## config.mk

```make
export PLATFORM = sky130hd
export DESIGN_NAME = lfu_cache_table
export DESIGN_NICKNAME = d
export VERILOG_FILES = /design/src/rtl/lfu_pkg.sv /design/src/rtl/lfu_victim.sv /design/src/rtl/lfu_slots.sv /design/src/rtl/lfu_cache_table.sv
export SDC_FILE = /design/constraint.sdc
export NUM_CORES = 2
export LEC_CHECK = 0
export BUFFER_PORTS_ARGS = -buffer_cell sky130_fd_sc_hd__clkbuf_2
export CORE_ASPECT_RATIO = 0.9
export CORE_MARGIN = 2
export CORE_UTILIZATION = 25
export CTS_BUF_LIST = sky130_fd_sc_hd__clkbuf_8 sky130_fd_sc_hd__clkbuf_16
export DETAILED_ROUTE_END_ITERATION = 10
export GPL_TIMING_DRIVEN = 0
export PLACE_DENSITY = 0.37
export SYNTH_ARGS = -nofsm -noshare
export SYNTH_HDL_FRONTEND = slang
export SYNTH_SLANG_ARGS = --single-unit
```

## constraint.sdc

```tcl
create_clock -name i_clk -period 15.6 [get_ports i_clk]
set_input_delay 0.78 -clock i_clk [delete_from_list [all_inputs] [get_ports i_clk]]
set_output_delay 0.78 -clock i_clk [all_outputs]
set_load 0.03 [all_outputs]
```

## src/rtl/lfu_pkg.sv

```systemverilog
// shared types and constants of the lfu cache table
`default_nettype none

package lfu_pkg;

    // default sizes handed to the top level parameters
    localparam int DEF_ENTRIES    = 16;
    localparam int DEF_KEY_BITS   = 32;
    localparam int DEF_VALUE_BITS = 32;
    localparam int DEF_COUNT_BITS = 16;

    // configuration register
    localparam int          CAP_BITS  = 5;
    localparam logic [4:0]  CAP_RESET = 5'd16;
    localparam int          APB_DW    = 32;

    // operation codes carried in the input tuser
    localparam logic MODE_GET = 1'b0;
    localparam logic MODE_PUT = 1'b1;

    // status flags of one result item
    typedef struct packed {
        logic evicted;
        logic found;
    } t_flags;

endpackage

`default_nettype wire

```

## src/rtl/lfu_victim.sv

```systemverilog
// victim selection tree: lowest use count, oldest entry among equals
`default_nettype none

module lfu_victim #(
    parameter int ENTRIES    = lfu_pkg::DEF_ENTRIES,
    parameter int COUNT_BITS = lfu_pkg::DEF_COUNT_BITS
) (
    input  logic [ENTRIES-1:0]         i_valid,
    input  logic [COUNT_BITS-1:0]      i_count [ENTRIES],
    input  logic [$clog2(ENTRIES)-1:0] i_rank  [ENTRIES],
    output logic [$clog2(ENTRIES)-1:0] o_idx
);
    import lfu_pkg::*;

    localparam int IDX_W = $clog2(ENTRIES);
    localparam int LEAVES = 2 ** IDX_W;
    localparam int NODES = 2 * LEAVES - 1;

    logic                  nd_vld  [NODES];
    logic [COUNT_BITS-1:0] nd_cnt  [NODES];
    logic [IDX_W-1:0]      nd_rank [NODES];
    logic [IDX_W-1:0]      nd_idx  [NODES];

    // leaves, padded with empty slots up to a power of two
    for (genvar i = 0; i < LEAVES; i++) begin : g_leaf
        if (i < ENTRIES) begin : g_real
            assign nd_vld[LEAVES-1+i]  = i_valid[i];
            assign nd_cnt[LEAVES-1+i]  = i_count[i];
            assign nd_rank[LEAVES-1+i] = i_rank[i];
            assign nd_idx[LEAVES-1+i]  = IDX_W'(i);
        end else begin : g_pad
            assign nd_vld[LEAVES-1+i]  = 1'b0;
            assign nd_cnt[LEAVES-1+i]  = '0;
            assign nd_rank[LEAVES-1+i] = '0;
            assign nd_idx[LEAVES-1+i]  = '0;
        end
    end

    // compare nodes, higher rank means touched longer ago
    for (genvar n = 0; n < LEAVES - 1; n++) begin : g_node
        logic take_b;
        assign take_b = nd_vld[2*n+2] &&
                        (!nd_vld[2*n+1] ||
                         nd_cnt[2*n+2] < nd_cnt[2*n+1] ||
                         (nd_cnt[2*n+2] == nd_cnt[2*n+1] &&
                          nd_rank[2*n+2] > nd_rank[2*n+1]));
        assign nd_vld[n]  = take_b ? nd_vld[2*n+2]  : nd_vld[2*n+1];
        assign nd_cnt[n]  = take_b ? nd_cnt[2*n+2]  : nd_cnt[2*n+1];
        assign nd_rank[n] = take_b ? nd_rank[2*n+2] : nd_rank[2*n+1];
        assign nd_idx[n]  = take_b ? nd_idx[2*n+2]  : nd_idx[2*n+1];
    end

    assign o_idx = nd_idx[0];

endmodule

`default_nettype wire

```

## src/rtl/lfu_slots.sv

```systemverilog
// slot store with lookup, use count, recency and replacement update
`default_nettype none

module lfu_slots #(
    parameter int ENTRIES    = lfu_pkg::DEF_ENTRIES,
    parameter int KEY_BITS   = lfu_pkg::DEF_KEY_BITS,
    parameter int VALUE_BITS = lfu_pkg::DEF_VALUE_BITS,
    parameter int COUNT_BITS = lfu_pkg::DEF_COUNT_BITS
) (
    input  logic                          i_clk,
    input  logic                          i_rst_n,
    input  logic                          i_go,
    input  logic                          i_mode,
    input  logic [KEY_BITS-1:0]           i_key,
    input  logic [VALUE_BITS-1:0]         i_value,
    input  logic [lfu_pkg::CAP_BITS-1:0]  i_capacity,
    output lfu_pkg::t_flags               o_flags,
    output logic [VALUE_BITS-1:0]         o_read_value,
    output logic [KEY_BITS-1:0]           o_evicted_key
);
    import lfu_pkg::*;

    localparam int IDX_W  = $clog2(ENTRIES);
    localparam int FILL_W = $clog2(ENTRIES + 1);
    localparam int CAP_W  = (FILL_W > CAP_BITS) ? FILL_W : CAP_BITS;
    localparam int THR_W  = IDX_W + 1;

    logic [ENTRIES-1:0]    r_valid, n_valid;
    logic [KEY_BITS-1:0]   r_key   [ENTRIES];
    logic [KEY_BITS-1:0]   n_key   [ENTRIES];
    logic [VALUE_BITS-1:0] r_value [ENTRIES];
    logic [VALUE_BITS-1:0] n_value [ENTRIES];
    logic [COUNT_BITS-1:0] r_count [ENTRIES];
    logic [COUNT_BITS-1:0] n_count [ENTRIES];
    logic [IDX_W-1:0]      r_rank  [ENTRIES];
    logic [IDX_W-1:0]      n_rank  [ENTRIES];
    logic [FILL_W-1:0]     r_filled, n_filled;

    logic [ENTRIES-1:0]    match;
    logic [ENTRIES-1:0]    free_oh;
    logic [IDX_W-1:0]      hit_idx, free_idx, victim_idx, tgt_idx;
    logic [VALUE_BITS-1:0] hit_value;
    logic [CAP_W-1:0]      cap_eff;
    logic [THR_W-1:0]      thr;
    logic                  hit, is_get, upd, ins, full, evict, act;

    lfu_victim #(
        .ENTRIES    (ENTRIES),
        .COUNT_BITS (COUNT_BITS)
    ) u_victim (
        .i_valid (r_valid),
        .i_count (r_count),
        .i_rank  (r_rank),
        .o_idx   (victim_idx)
    );

    assign free_oh = ~r_valid & (r_valid + ENTRIES'(1));

    always_comb begin
        hit_idx   = '0;
        free_idx  = '0;
        hit_value = '0;
        for (int i = 0; i < ENTRIES; i++) begin
            match[i] = r_valid[i] && (r_key[i] == i_key);
            if (match[i]) begin
                hit_idx   = hit_idx | IDX_W'(i);
                hit_value = hit_value | r_value[i];
            end
            if (free_oh[i]) begin
                free_idx = free_idx | IDX_W'(i);
            end
        end
        hit = |match;

        // capacity above the slot count acts as the slot count
        cap_eff = (CAP_W'(i_capacity) > CAP_W'(ENTRIES)) ? CAP_W'(ENTRIES)
                                                         : CAP_W'(i_capacity);
        is_get = (i_mode == MODE_GET);
        upd    = hit && (is_get || cap_eff != '0);
        ins    = !is_get && cap_eff != '0 && !hit;
        full   = CAP_W'(r_filled) >= cap_eff;
        evict  = ins && full;
        act    = i_go && (upd || ins);

        tgt_idx = upd ? hit_idx : (evict ? victim_idx : free_idx);
        // a fresh slot ranks below all others, so every valid entry ages
        thr = (upd || evict) ? {1'b0, r_rank[tgt_idx]} : THR_W'(ENTRIES);

        n_valid  = r_valid;
        n_filled = r_filled;
        for (int i = 0; i < ENTRIES; i++) begin
            n_key[i]   = r_key[i];
            n_value[i] = r_value[i];
            n_count[i] = r_count[i];
            n_rank[i]  = r_rank[i];
            if (act) begin
                if (tgt_idx == IDX_W'(i)) begin
                    n_rank[i] = '0;
                    if (ins) begin
                        n_valid[i] = 1'b1;
                        n_key[i]   = i_key;
                        n_value[i] = i_value;
                        n_count[i] = COUNT_BITS'(1);
                    end else begin
                        if (!is_get) begin
                            n_value[i] = i_value;
                        end
                        // count saturates at all ones
                        if (!(&r_count[i])) begin
                            n_count[i] = r_count[i] + COUNT_BITS'(1);
                        end
                    end
                end else if (r_valid[i] && ({1'b0, r_rank[i]} < thr)) begin
                    n_rank[i] = r_rank[i] + IDX_W'(1);
                end
            end
        end
        if (act && ins && !full) begin
            n_filled = r_filled + FILL_W'(1);
        end

        o_flags.found   = upd;
        o_flags.evicted = evict;
        o_read_value    = (is_get && hit) ? hit_value : '0;
        o_evicted_key   = evict ? r_key[victim_idx] : '0;
    end

    always_ff @(posedge i_clk) begin
        if (!i_rst_n) begin
            r_valid  <= '0;
            r_filled <= '0;
        end else begin
            r_valid  <= n_valid;
            r_filled <= n_filled;
        end
    end

    always_ff @(posedge i_clk) begin
        for (int i = 0; i < ENTRIES; i++) begin
            r_key[i]   <= n_key[i];
            r_value[i] <= n_value[i];
            r_count[i] <= n_count[i];
            r_rank[i]  <= n_rank[i];
        end
    end

    a_fill_matches_valid: assert property (@(posedge i_clk) disable iff (!i_rst_n)
        $countones(r_valid) == int'(r_filled))
        else $error("fill count differs from number of valid slots");

    a_one_hit: assert property (@(posedge i_clk) disable iff (!i_rst_n)
        i_go && hit |-> $onehot(match))
        else $error("key stored in more than one slot");

    a_victim_valid: assert property (@(posedge i_clk) disable iff (!i_rst_n)
        i_go && evict |-> r_valid[victim_idx])
        else $error("victim slot is not in use");

    a_free_exists: assert property (@(posedge i_clk) disable iff (!i_rst_n)
        i_go && ins && !full |-> $onehot(free_oh))
        else $error("insert below capacity without a free slot");

endmodule

`default_nettype wire

```

## src/rtl/lfu_cache_table.sv

```systemverilog
// top level of the lfu cache table: stream channels, config port, pipeline registers
//
// fully associative key/value cache with least-frequently-used replacement,
// ties among equal use counts going to the entry touched longest ago
// input channel s_*: tuser is the mode (get or put), tdata carries key and value
// output channel m_*: one result item per input item, in order
//   tuser holds found and evicted, tdata the read value and the evicted key
// apb port: one register, capacity, at byte address 0; pready is tied high
//   write it only while no item is in flight
// an accepted item sits in the input register until the result register is free
//   or being emptied; the lookup/update logic then loads the result register,
//   which drives m_tvalid
// throughput: one item per cycle while the receiver does not stall; the limit is
//   the combinational key compare and victim tree feeding the slot update
// reset (synchronous, active low): all slots empty, capacity 16, both
//   pipeline registers empty
// when the receiver stalls the result register holds, the input register
//   still fills, and s_tready drops once both are occupied
`default_nettype none

module lfu_cache_table #(
    parameter int ENTRIES    = lfu_pkg::DEF_ENTRIES,
    parameter int KEY_BITS   = lfu_pkg::DEF_KEY_BITS,
    parameter int VALUE_BITS = lfu_pkg::DEF_VALUE_BITS,
    parameter int COUNT_BITS = lfu_pkg::DEF_COUNT_BITS
) (
    input  logic                                        i_clk,
    input  logic                                        i_rst_n,
    // input channel
    input  logic                                        s_tvalid,
    output logic                                        s_tready,
    // [KEY_BITS-1:0] lookup_key, then write_value, zero padded to bytes
    input  logic [((KEY_BITS+VALUE_BITS+7)/8)*8-1:0]    s_tdata,
    // [0] mode
    input  logic                                        s_tuser,
    // output channel
    output logic                                        m_tvalid,
    input  logic                                        m_tready,
    // [VALUE_BITS-1:0] read_value, then evicted_key, zero padded to bytes
    output logic [((KEY_BITS+VALUE_BITS+7)/8)*8-1:0]    m_tdata,
    // [0] found, [1] evicted
    output logic [1:0]                                  m_tuser,
    // configuration port
    input  logic                                        psel,
    input  logic                                        penable,
    input  logic                                        pwrite,
    input  logic [1:0]                                  paddr,
    input  logic [lfu_pkg::APB_DW-1:0]                  pwdata,
    output logic [lfu_pkg::APB_DW-1:0]                  prdata,
    output logic                                        pready
);
    import lfu_pkg::*;

    localparam int TD_W = ((KEY_BITS + VALUE_BITS + 7) / 8) * 8;

    // capacity register
    logic [CAP_BITS-1:0]   r_cap;

    // input register
    logic                  r_in_vld;
    logic                  r_mode;
    logic [KEY_BITS-1:0]   r_key;
    logic [VALUE_BITS-1:0] r_val;

    // result register
    logic                  r_out_vld;
    t_flags                r_flags;
    logic [VALUE_BITS-1:0] r_rval;
    logic [KEY_BITS-1:0]   r_ekey;

    t_flags                res_flags;
    logic [VALUE_BITS-1:0] res_rval;
    logic [KEY_BITS-1:0]   res_ekey;
    logic                  advance, take_in;

    // apb: single register, every address decodes to it
    assign pready = 1'b1;
    assign prdata = APB_DW'(r_cap);

    always_ff @(posedge i_clk) begin
        if (!i_rst_n) begin
            r_cap <= CAP_RESET;
        end else if (psel && penable && pwrite && pready) begin
            r_cap <= pwdata[CAP_BITS-1:0];
        end
    end

    // the item in the input register is processed once the result register
    // is free or being emptied
    assign advance  = r_in_vld && (!r_out_vld || m_tready);
    assign s_tready = !r_in_vld || advance;
    assign take_in  = s_tvalid && s_tready;

    always_ff @(posedge i_clk) begin
        if (!i_rst_n) begin
            r_in_vld  <= 1'b0;
            r_out_vld <= 1'b0;
        end else begin
            if (take_in) begin
                r_in_vld <= 1'b1;
            end else if (advance) begin
                r_in_vld <= 1'b0;
            end
            if (advance) begin
                r_out_vld <= 1'b1;
            end else if (m_tready) begin
                r_out_vld <= 1'b0;
            end
        end
    end

    always_ff @(posedge i_clk) begin
        if (take_in) begin
            r_mode <= s_tuser;
            r_key  <= s_tdata[KEY_BITS-1:0];
            r_val  <= s_tdata[KEY_BITS +: VALUE_BITS];
        end
        if (advance) begin
            r_flags <= res_flags;
            r_rval  <= res_rval;
            r_ekey  <= res_ekey;
        end
    end

    lfu_slots #(
        .ENTRIES    (ENTRIES),
        .KEY_BITS   (KEY_BITS),
        .VALUE_BITS (VALUE_BITS),
        .COUNT_BITS (COUNT_BITS)
    ) u_slots (
        .i_clk         (i_clk),
        .i_rst_n       (i_rst_n),
        .i_go          (advance),
        .i_mode        (r_mode),
        .i_key         (r_key),
        .i_value       (r_val),
        .i_capacity    (r_cap),
        .o_flags       (res_flags),
        .o_read_value  (res_rval),
        .o_evicted_key (res_ekey)
    );

    assign m_tvalid   = r_out_vld;
    assign m_tdata    = TD_W'({r_ekey, r_rval});
    assign m_tuser[0] = r_flags.found;
    assign m_tuser[1] = r_flags.evicted;

endmodule

`default_nettype wire

```

* Word-level counts from Yosys, hierarchy flattened *
Memories as Yosys holds them, arrays and structs flattened. A register that Yosys moved wholly into a read port is not among the register bits.
Cells that the tools add are included.

storage, ports and cells
  memories kept = 2
  register bits after elaboration = 447
  logic and storage cells = 696
  memory bits (writable) = 1024
  output and inout port bits = 101

cells by class
  mux-type cells = 258
  bitwise operators = 19
  reductions and logical operators = 214
  eq/ne operators = 62
  $lt $le $gt $ge = 49
  add/sub/neg operators = 34

memories
  memory           depth  width  rd ports  clocked after Yosys merged registers in  wr ports  RTL line         source
  u_slots.r_key    16     32     17        1                                        16        lfu_slots.sv:29  logic [KEY_BITS-1:0] r_key [ENTRIES];
  u_slots.r_value  16     32     16        0                                        16        lfu_slots.sv:31  logic [VALUE_BITS-1:0] r_value [ENTRIES];

operators by type and width
  operator                                                number
  two-way mux 32 bit                                      128
  equality test 32 bit                                    16
  two-way mux 16 bit                                      30
  bitwise OR 32 bit                                       15
  adder 16 x 1 -> 16 bit (second input constant)          17
  AND reduction 16 bit                                    16
  equality test 16 bit                                    15
  < comparator 16 bit                                     15
  two-way mux 4 bit                                       57
  AND reduction 3 bit                                     32
  < comparator 4 x 5 -> 1 bit                             16
  logical AND 1 bit                                       74
  adder 4 x 1 -> 4 bit (second input constant)            16
  > comparator 4 bit                                      15
  nonzero test 2 bit                                      18
  logical OR 1 bit                                        35
  equality test 4 bit (second input constant)             8
  inequality test 2 x 1 -> 1 bit (second input constant)  16
  AND reduction 2 bit                                     16
  two-way mux 1 bit                                       28
  two-way mux 3 bit                                       8
  zero test 1 bit                                         20
  AND 16 bit                                              1
  binary-select mux 4 bit (select 4 bit)                  1
  other kinds (15)                                        23

* Longest topological paths before layout *
An unclocked memory read counts as a cell.

  word-level depth = 34
  gate-level depth with buffers = 53
  depth with buffers taken out = 46

* Modules after synthesis *
From an unflattened synthesis, not the netlist that was laid out.

unflattened totals
  cells, all modules = 6104
  area total of the unflattened synthesis = 80299.5 um^2

by module, submodules not included
  module           area an instance (um^2)  instances  seq. area each (um^2)  cells an instance
  lfu_slots        64678.3                  1          40779.1                4482
  lfu_victim       11175.7                  1          0.0                    1429
  lfu_cache_table  4445.5                   1          4073.9                 193

* Worst setup path after synthesis *
No wires, ideal clock.

  path type = register to register
  from = register u_slots.r_count[129] (netlist name)
  to = memory u_slots.r_key[6][0] (netlist bit) (enable)
  setup time = 0.505 ns
  setup slack = 2.920 ns
  path buffers = 7
  stages on the path, launching flop included = 43
  arrival = 12.175 ns
  clock period less this slack = 12.680 ns
  data required time = 15.095 ns
  path through = edfxtp_1 ha_1 nor2b_1 o211ai_1 a21oi_1 or4b_2 o21ai_0 clkbuf_1 clkbuf_1 nand2_1 o21ai_0 ha_1 a211oi_1 a211oi_1 or3_1 a221oi_2 o21ai_2 clkbuf_1 [7 not listed] a21oi_1 clkbuf_1 clkbuf_1 nor2_1 a21oi_1 ha_1 and4_1 and4_1 a21boi_0 nor3_1 o22ai_1 clkbuf_1 nand2_1 nor4_1 or4_4 or2_0 clkbuf_1 nor4_1

RTL lines
  item              RTL line
  end: declaration  lfu_slots.sv:29

* Final worst setup path *
  from = register u_slots.r_count[235] (netlist bit)
  to = register r_ekey[11], read port of u_slots.r_key, data pin

between the ends
  word-level cells in the longest chain between the ends = 20

RTL lines
  item                                                         RTL line                            source
  start: declaration                                           lfu_slots.sv:33                     logic [COUNT_BITS-1:0] r_count [ENTRIES];
  start signal: indexed assignment                             lfu_slots.sv:142                    r_count[i] <= n_count[i];
  < comparator 16 bit or equality test 16 bit (tied branches)  lfu_victim.sv:44, lfu_victim.sv:45
  logical OR 1 bit or logical AND 1 bit (tied branches)        lfu_victim.sv:43, lfu_victim.sv:45
  logical OR 1 bit                                             lfu_victim.sv:44                    nd_cnt[2*n+2] < nd_cnt[2*n+1] ||
  logical AND 1 bit                                            lfu_victim.sv:42                    assign take_b = nd_vld[2*n+2] &&
  two-way mux 16 bit, or another cell as far along             lfu_victim.sv:48                    assign nd_cnt[n] = take_b ? nd_cnt[2*n+2] : nd_cnt[2*n+1];
  < comparator 16 bit, or another cell as far along            lfu_victim.sv:44
  logical OR 1 bit or logical AND 1 bit (tied branches)        lfu_victim.sv:43, lfu_victim.sv:45
  logical OR 1 bit                                             lfu_victim.sv:44
  [4 not listed]                                               n/a
  logical OR 1 bit                                             lfu_victim.sv:44
  logical AND 1 bit                                            lfu_victim.sv:42
  two-way mux 16 bit, or another cell as far along             lfu_victim.sv:48
  < comparator 16 bit, or another cell as far along            lfu_victim.sv:44
  logical OR 1 bit or logical AND 1 bit (tied branches)        lfu_victim.sv:43, lfu_victim.sv:45
  logical OR 1 bit                                             lfu_victim.sv:44
  logical AND 1 bit                                            lfu_victim.sv:42
  two-way mux 4 bit (*)                                        lfu_victim.sv:50                    assign nd_idx[n] = take_b ? nd_idx[2*n+2] : nd_idx[2*n+1];
  end: declaration                                             lfu_cache_table.sv:69               logic [KEY_BITS-1:0] r_ekey;

Mark *: on every way between the ends. The rest lies on a longest branch, timed or not.
A chain may end at the register's enable or synchronous reset.

==> results.txt <==
----------------------------------------------------
[Timing]
  Final Hold Slack ... 0.0721 ns
  Final Hold Viols ... 0
  Fraction of the cycle the final worst path needs ... 96.7%
  Peak Freq ... 66.3 MHz
  Final Worst Setup Slack ... 0.510 ns
  Worst rel slew slack ... -1.05%
  Number of slew-limit violations in the final report ... 11
  Final setup violation count ... 0
  Clock Skews ... 0.126 ns
  Clock period minus final worst setup slack ... 15.09 ns
  Slew at the pin closest to its max-slew limit ... about 1.5 ns

[Worst hold path]
  Startpoint of the worst hold path ... s_tdata[2]
  Class of the tightest hold or removal check ... input pin to register
  Worst hold path stage count ... 1
  Worst-case hold path end point ... r_key[2]$_DFFE_PP_

[Worst setup path]
  Register-to-Register Setup Slack ... 0.51 ns
  Kind of end point of the critical path ... register
  Crit-path max FO ... 12
  Element type at the critical path start ... register
  End of the worst register-to-register path ... r_ekey[11]$_SDFFCE_PN0P_
  Worst reg2reg path startpoint ... u_slots.r_count[235]$_SDFFCE_PP0P_
  Maximum single-stage delay on the critical path ... roughly 0.95 ns
  Class of the most critical setup path ... register to register
  Path depth of the worst reg2reg path ... 40
  Library cell appearing most often on the critical path ... sky130_fd_sc_hd__clkbuf_1
  CP max stage cell ... sky130_fd_sc_hd__clkbuf_1
  Arrival @ worst endpoint ... 15.65 ns
  CP required ... between 15 and 20 ns

[Route]
  Drt total wl ... 352000 um
  Detailed-route DRC error count ... 0
  Number of vias per cell after detailed routing ... 5.06
  1st-iter DRT viols ... 6959
  Total via count in the routed design ... 60500
  First-pass detailed-route iteration total ... 6
  Wirelength per Cell ... 29.4 um
  Number of nets with antenna violations after routing ... 0

[Global routing]
  Wire length of the first global-routing pass ... 480000 um
  Overflow left after global routing ... 0
  Number of antenna violations at the first check in global routing ... 8
  Via count of the first global-routing pass ... 58400
  Pin count of the biggest net entering global routing ... 39
  GRT Resource Usage Total ... between 20% and 30%

[Synth]
  Fraction of the yosys area taken by sequential cells ... 56.0%
  Count of state elements after synthesis ... 1503
  Commonest register cell after synthesis ... sky130_fd_sc_hd__edfxtp_1
  Post-synthesis instance area ... 80100 um^2
  Gate count after technology mapping ... 7014
  Async set-reset flop share out of synthesis ... 0%
  Number of different library cells in the post-synthesis netlist ... 92
  Number of synthesized flops with an enable pin ... around 1500
  Warning count from the yosys run ... 0
  Post-Syn Area per Cell ... between 10 and 15 um^2

[Floorplan]
  Die Y-Extent ... 541 um
  Effective utilization at floorplan ... 25.1%
  Core region area ... about 320000 um^2
  Row count ... 197
  Area of the die ... between 300000 and 400000 um^2
  Width of the die ... 601 um
  Top-level port count ... 207

[Cells and area]
  FF/Latch Area ... 44900 um^2
  Final #Nets ... 8003
  Number of fillers in the final layout ... 33000
  Multi-input combinational cell area ... 33000 um^2
  Fraction of layout cells with a size suffix above 1 ... between 10% and 20%
  Area grow syn2layout ... 17.8%

[CTS]
  Total CTS buffers ... ~190
  TritonCTS clock tree ... done
  Clk pin slew, worst setup/hold paths ... 0.06 ns
  Clock Latency Late Sink ... 0.91 ns
  Total number of H-tree levels ... 4
  Buffer type at the clock tree root ... sky130_fd_sc_hd__clkbuf_16
  Clock tree sinks ... around 1500
  Buffers from clock root to sink, at most ... 4

[Status]
  Violations in the final reports ... capacitance limit, slew limit
  Outcome ... finished with violations

[Place]
  Worst-case setup slack after placement ... -0.905 ns
  Port-buffer cells ... 148
  RePlAce Congestion ... 0.948
  DP HPWL ... 271000 um

[Power]
  Static Leak ... 32.6 nW
  VDD IR max ... ~0.000092 V
  Power density normalized to cell area ... 97.7 nW/um^2

[Run]
  Max cap viols ... 1

----------------------------------------------------
[synth_stat cells (all sizes together) (151+ instances only)]
master	number	share of area, %
nand2	873	4.1
nand4	170	1.3
a21oi	265	1.7
and3	151	1.2
nand3	314	2.0
xnor2	347	3.8
xor2	419	4.6
edfxtp	1475	55
inv	231	1.1
nor4	185	1.5
clkbuf	251	1.2
ha	386	6.0
o21ai	201	1.3
nor2	511	2.4
[worst max-delay path, delay by kind of cell (launching register included)]
kind,cells,cell delay [ns]
AOI/OAI and AO/OA,14,5.24
adders and majority gates,4,1.33
and+or+nand+nor,14,3.78
DFF,1,0.49
buffers and inverters,8,3.88
[registers in the layout, summed over array words and instances, names as in the netlist]
| name | cells |
|---|---|
| r_val | 32 |
| r_key | 32 |
| u_slots.r_count | 256 |
| u_slots.r_value | 512 |
| r_mode | 1 |
| r_rval | 32 |
| u_slots.r_valid | 16 |
| r_in_vld | 1 |
| r_cap | 5 |
| u_slots.r_filled | 5 |
| m_tuser | 2 |
| m_tvalid | 1 |
| u_slots.r_rank | 64 |
| r_ekey | 32 |
| u_slots.r_key | 512 |
[layout make-up]
cell class                      count  share of cell area [%]
Sequential cell                  1503                    47.5
Multi-Input combinational cell   4929                    35.0
Tap cell                         4278                    5.67
Clock buffer                      196                    5.14
Timing Repair Buffer              287                    2.67
Buffer                            372                    2.02
Clock inverter                    142                    1.07
Inverter                          231                   0.919
Antenna cell                        9                  0.0239
[cell usage in the layout (no fill, tap or decap), types with 40 or more instances in the layout]
master                      Yosys  final
sky130_fd_sc_hd__a311oi_1      97     96
sky130_fd_sc_hd__a31oi_1       70     69
sky130_fd_sc_hd__buf_6         36     72
sky130_fd_sc_hd__clkbuf_1     250    226
sky130_fd_sc_hd__nand3_1      304    304
sky130_fd_sc_hd__xnor2_1      347    347
sky130_fd_sc_hd__a21oi_1      254    250
sky130_fd_sc_hd__clkbuf_2       0    171
sky130_fd_sc_hd__a22oi_1       65     65
sky130_fd_sc_hd__a211oi_1      64     64
sky130_fd_sc_hd__xor2_1       419    419
sky130_fd_sc_hd__nand2_1      868    868
sky130_fd_sc_hd__nor3_1        77     62
sky130_fd_sc_hd__inv_1        231    284
sky130_fd_sc_hd__clkbuf_16      0    191
sky130_fd_sc_hd__a22o_1        96     96
sky130_fd_sc_hd__nand4_1      170    170
sky130_fd_sc_hd__and3_1       151    151
sky130_fd_sc_hd__o21ai_0      197    197
sky130_fd_sc_hd__o21a_1        84     84
sky130_fd_sc_hd__nor4_1       180    173
sky130_fd_sc_hd__a21o_1        40     40
sky130_fd_sc_hd__a221oi_1      99     98
sky130_fd_sc_hd__ha_1         386    386
sky130_fd_sc_hd__buf_4         45     73
sky130_fd_sc_hd__nor2_1       510    485
sky130_fd_sc_hd__edfxtp_1    1475   1475
sky130_fd_sc_hd__mux2i_1       72     72
[through the flow]
stage	setup TNS, ns	std cells	power (W)	utilization, %	instance area, um^2
finish	0	11900	0.00923	29.6	94400
global placement	-2338.09	11500	0.00502	27.0	86300
floorplan	0	7040	0.00479	-	80200
detailed placement	-50.13	11600	0.00503	27.6	88100
CTS	0	11900	0.00932	29.5	94300
global route	-0.126	11900	0.00949	29.5	94400
[cells by family (layout without fill, tap and decap cells)]
family / after synthesis / after routing / share of synthesized area, %
other cells: 2 / 37 / 0.00937
mux: 85 / 85 / 1.09
buf+inv: 608 / 1228 / 3.44
flops: 1503 / 1503 / 56.0
fa+ha+maj: 386 / 386 / 6.03
xor+xnor: 766 / 766 / 8.37
compound gates: 1178 / 1178 / 10.2
simple gates: 2486 / 2486 / 14.9
[repair_timing]
item,CTS,global route
setup endpoints to repair,101,289
pin swaps,1,0
hold endpoints to repair,30,0
gates resized for setup,5,34
buffers inserted,2,0
hold buffers,30,0
[metal layers]
layer,vias to the layer above,global-route usage (%),wire [um]
met5,-,0,0
met3,349,3.16,22400
met1,30900,30.0,163000
met2,2095,32.8,157000
li1,27100,-,-
met4,0,5.22,9140
[worst max-delay path by stage]
stage | startpoint | to
2_1_floorplan | u_slots.r_count[129]$_SDFFCE_PP0P_ | u_slots.r_key[6][0]$_DFFE_PP_
3_3_place_gp | u_slots.r_rank[16]$_SDFFCE_PN0P_ | u_slots.r_value[0][214]$_DFFE_PP_
3_5_place_dp | u_slots.r_rank[16]$_SDFFCE_PN0P_ | u_slots.r_rank[58]$_SDFFCE_PN0P_
4_1_cts | u_slots.r_rank[16]$_SDFFCE_PN0P_ | u_slots.r_rank[51]$_SDFFCE_PN0P_
5_1_grt | u_slots.r_count[241]$_SDFFCE_PP0P_ | u_slots.r_rank[57]$_SDFFCE_PN0P_
6_report | u_slots.r_count[235]$_SDFFCE_PP0P_ | r_ekey[11]$_SDFFCE_PN0P_
[power by group]
part	switching (W)	total (W)	internal, W
sequential	0.0000624	0.00452	0.00446
clock	0.00185	0.00427	0.00242
combinational	0.000318	0.000437	0.000118
No activity file was read; power rests on OpenSTA's default activity.
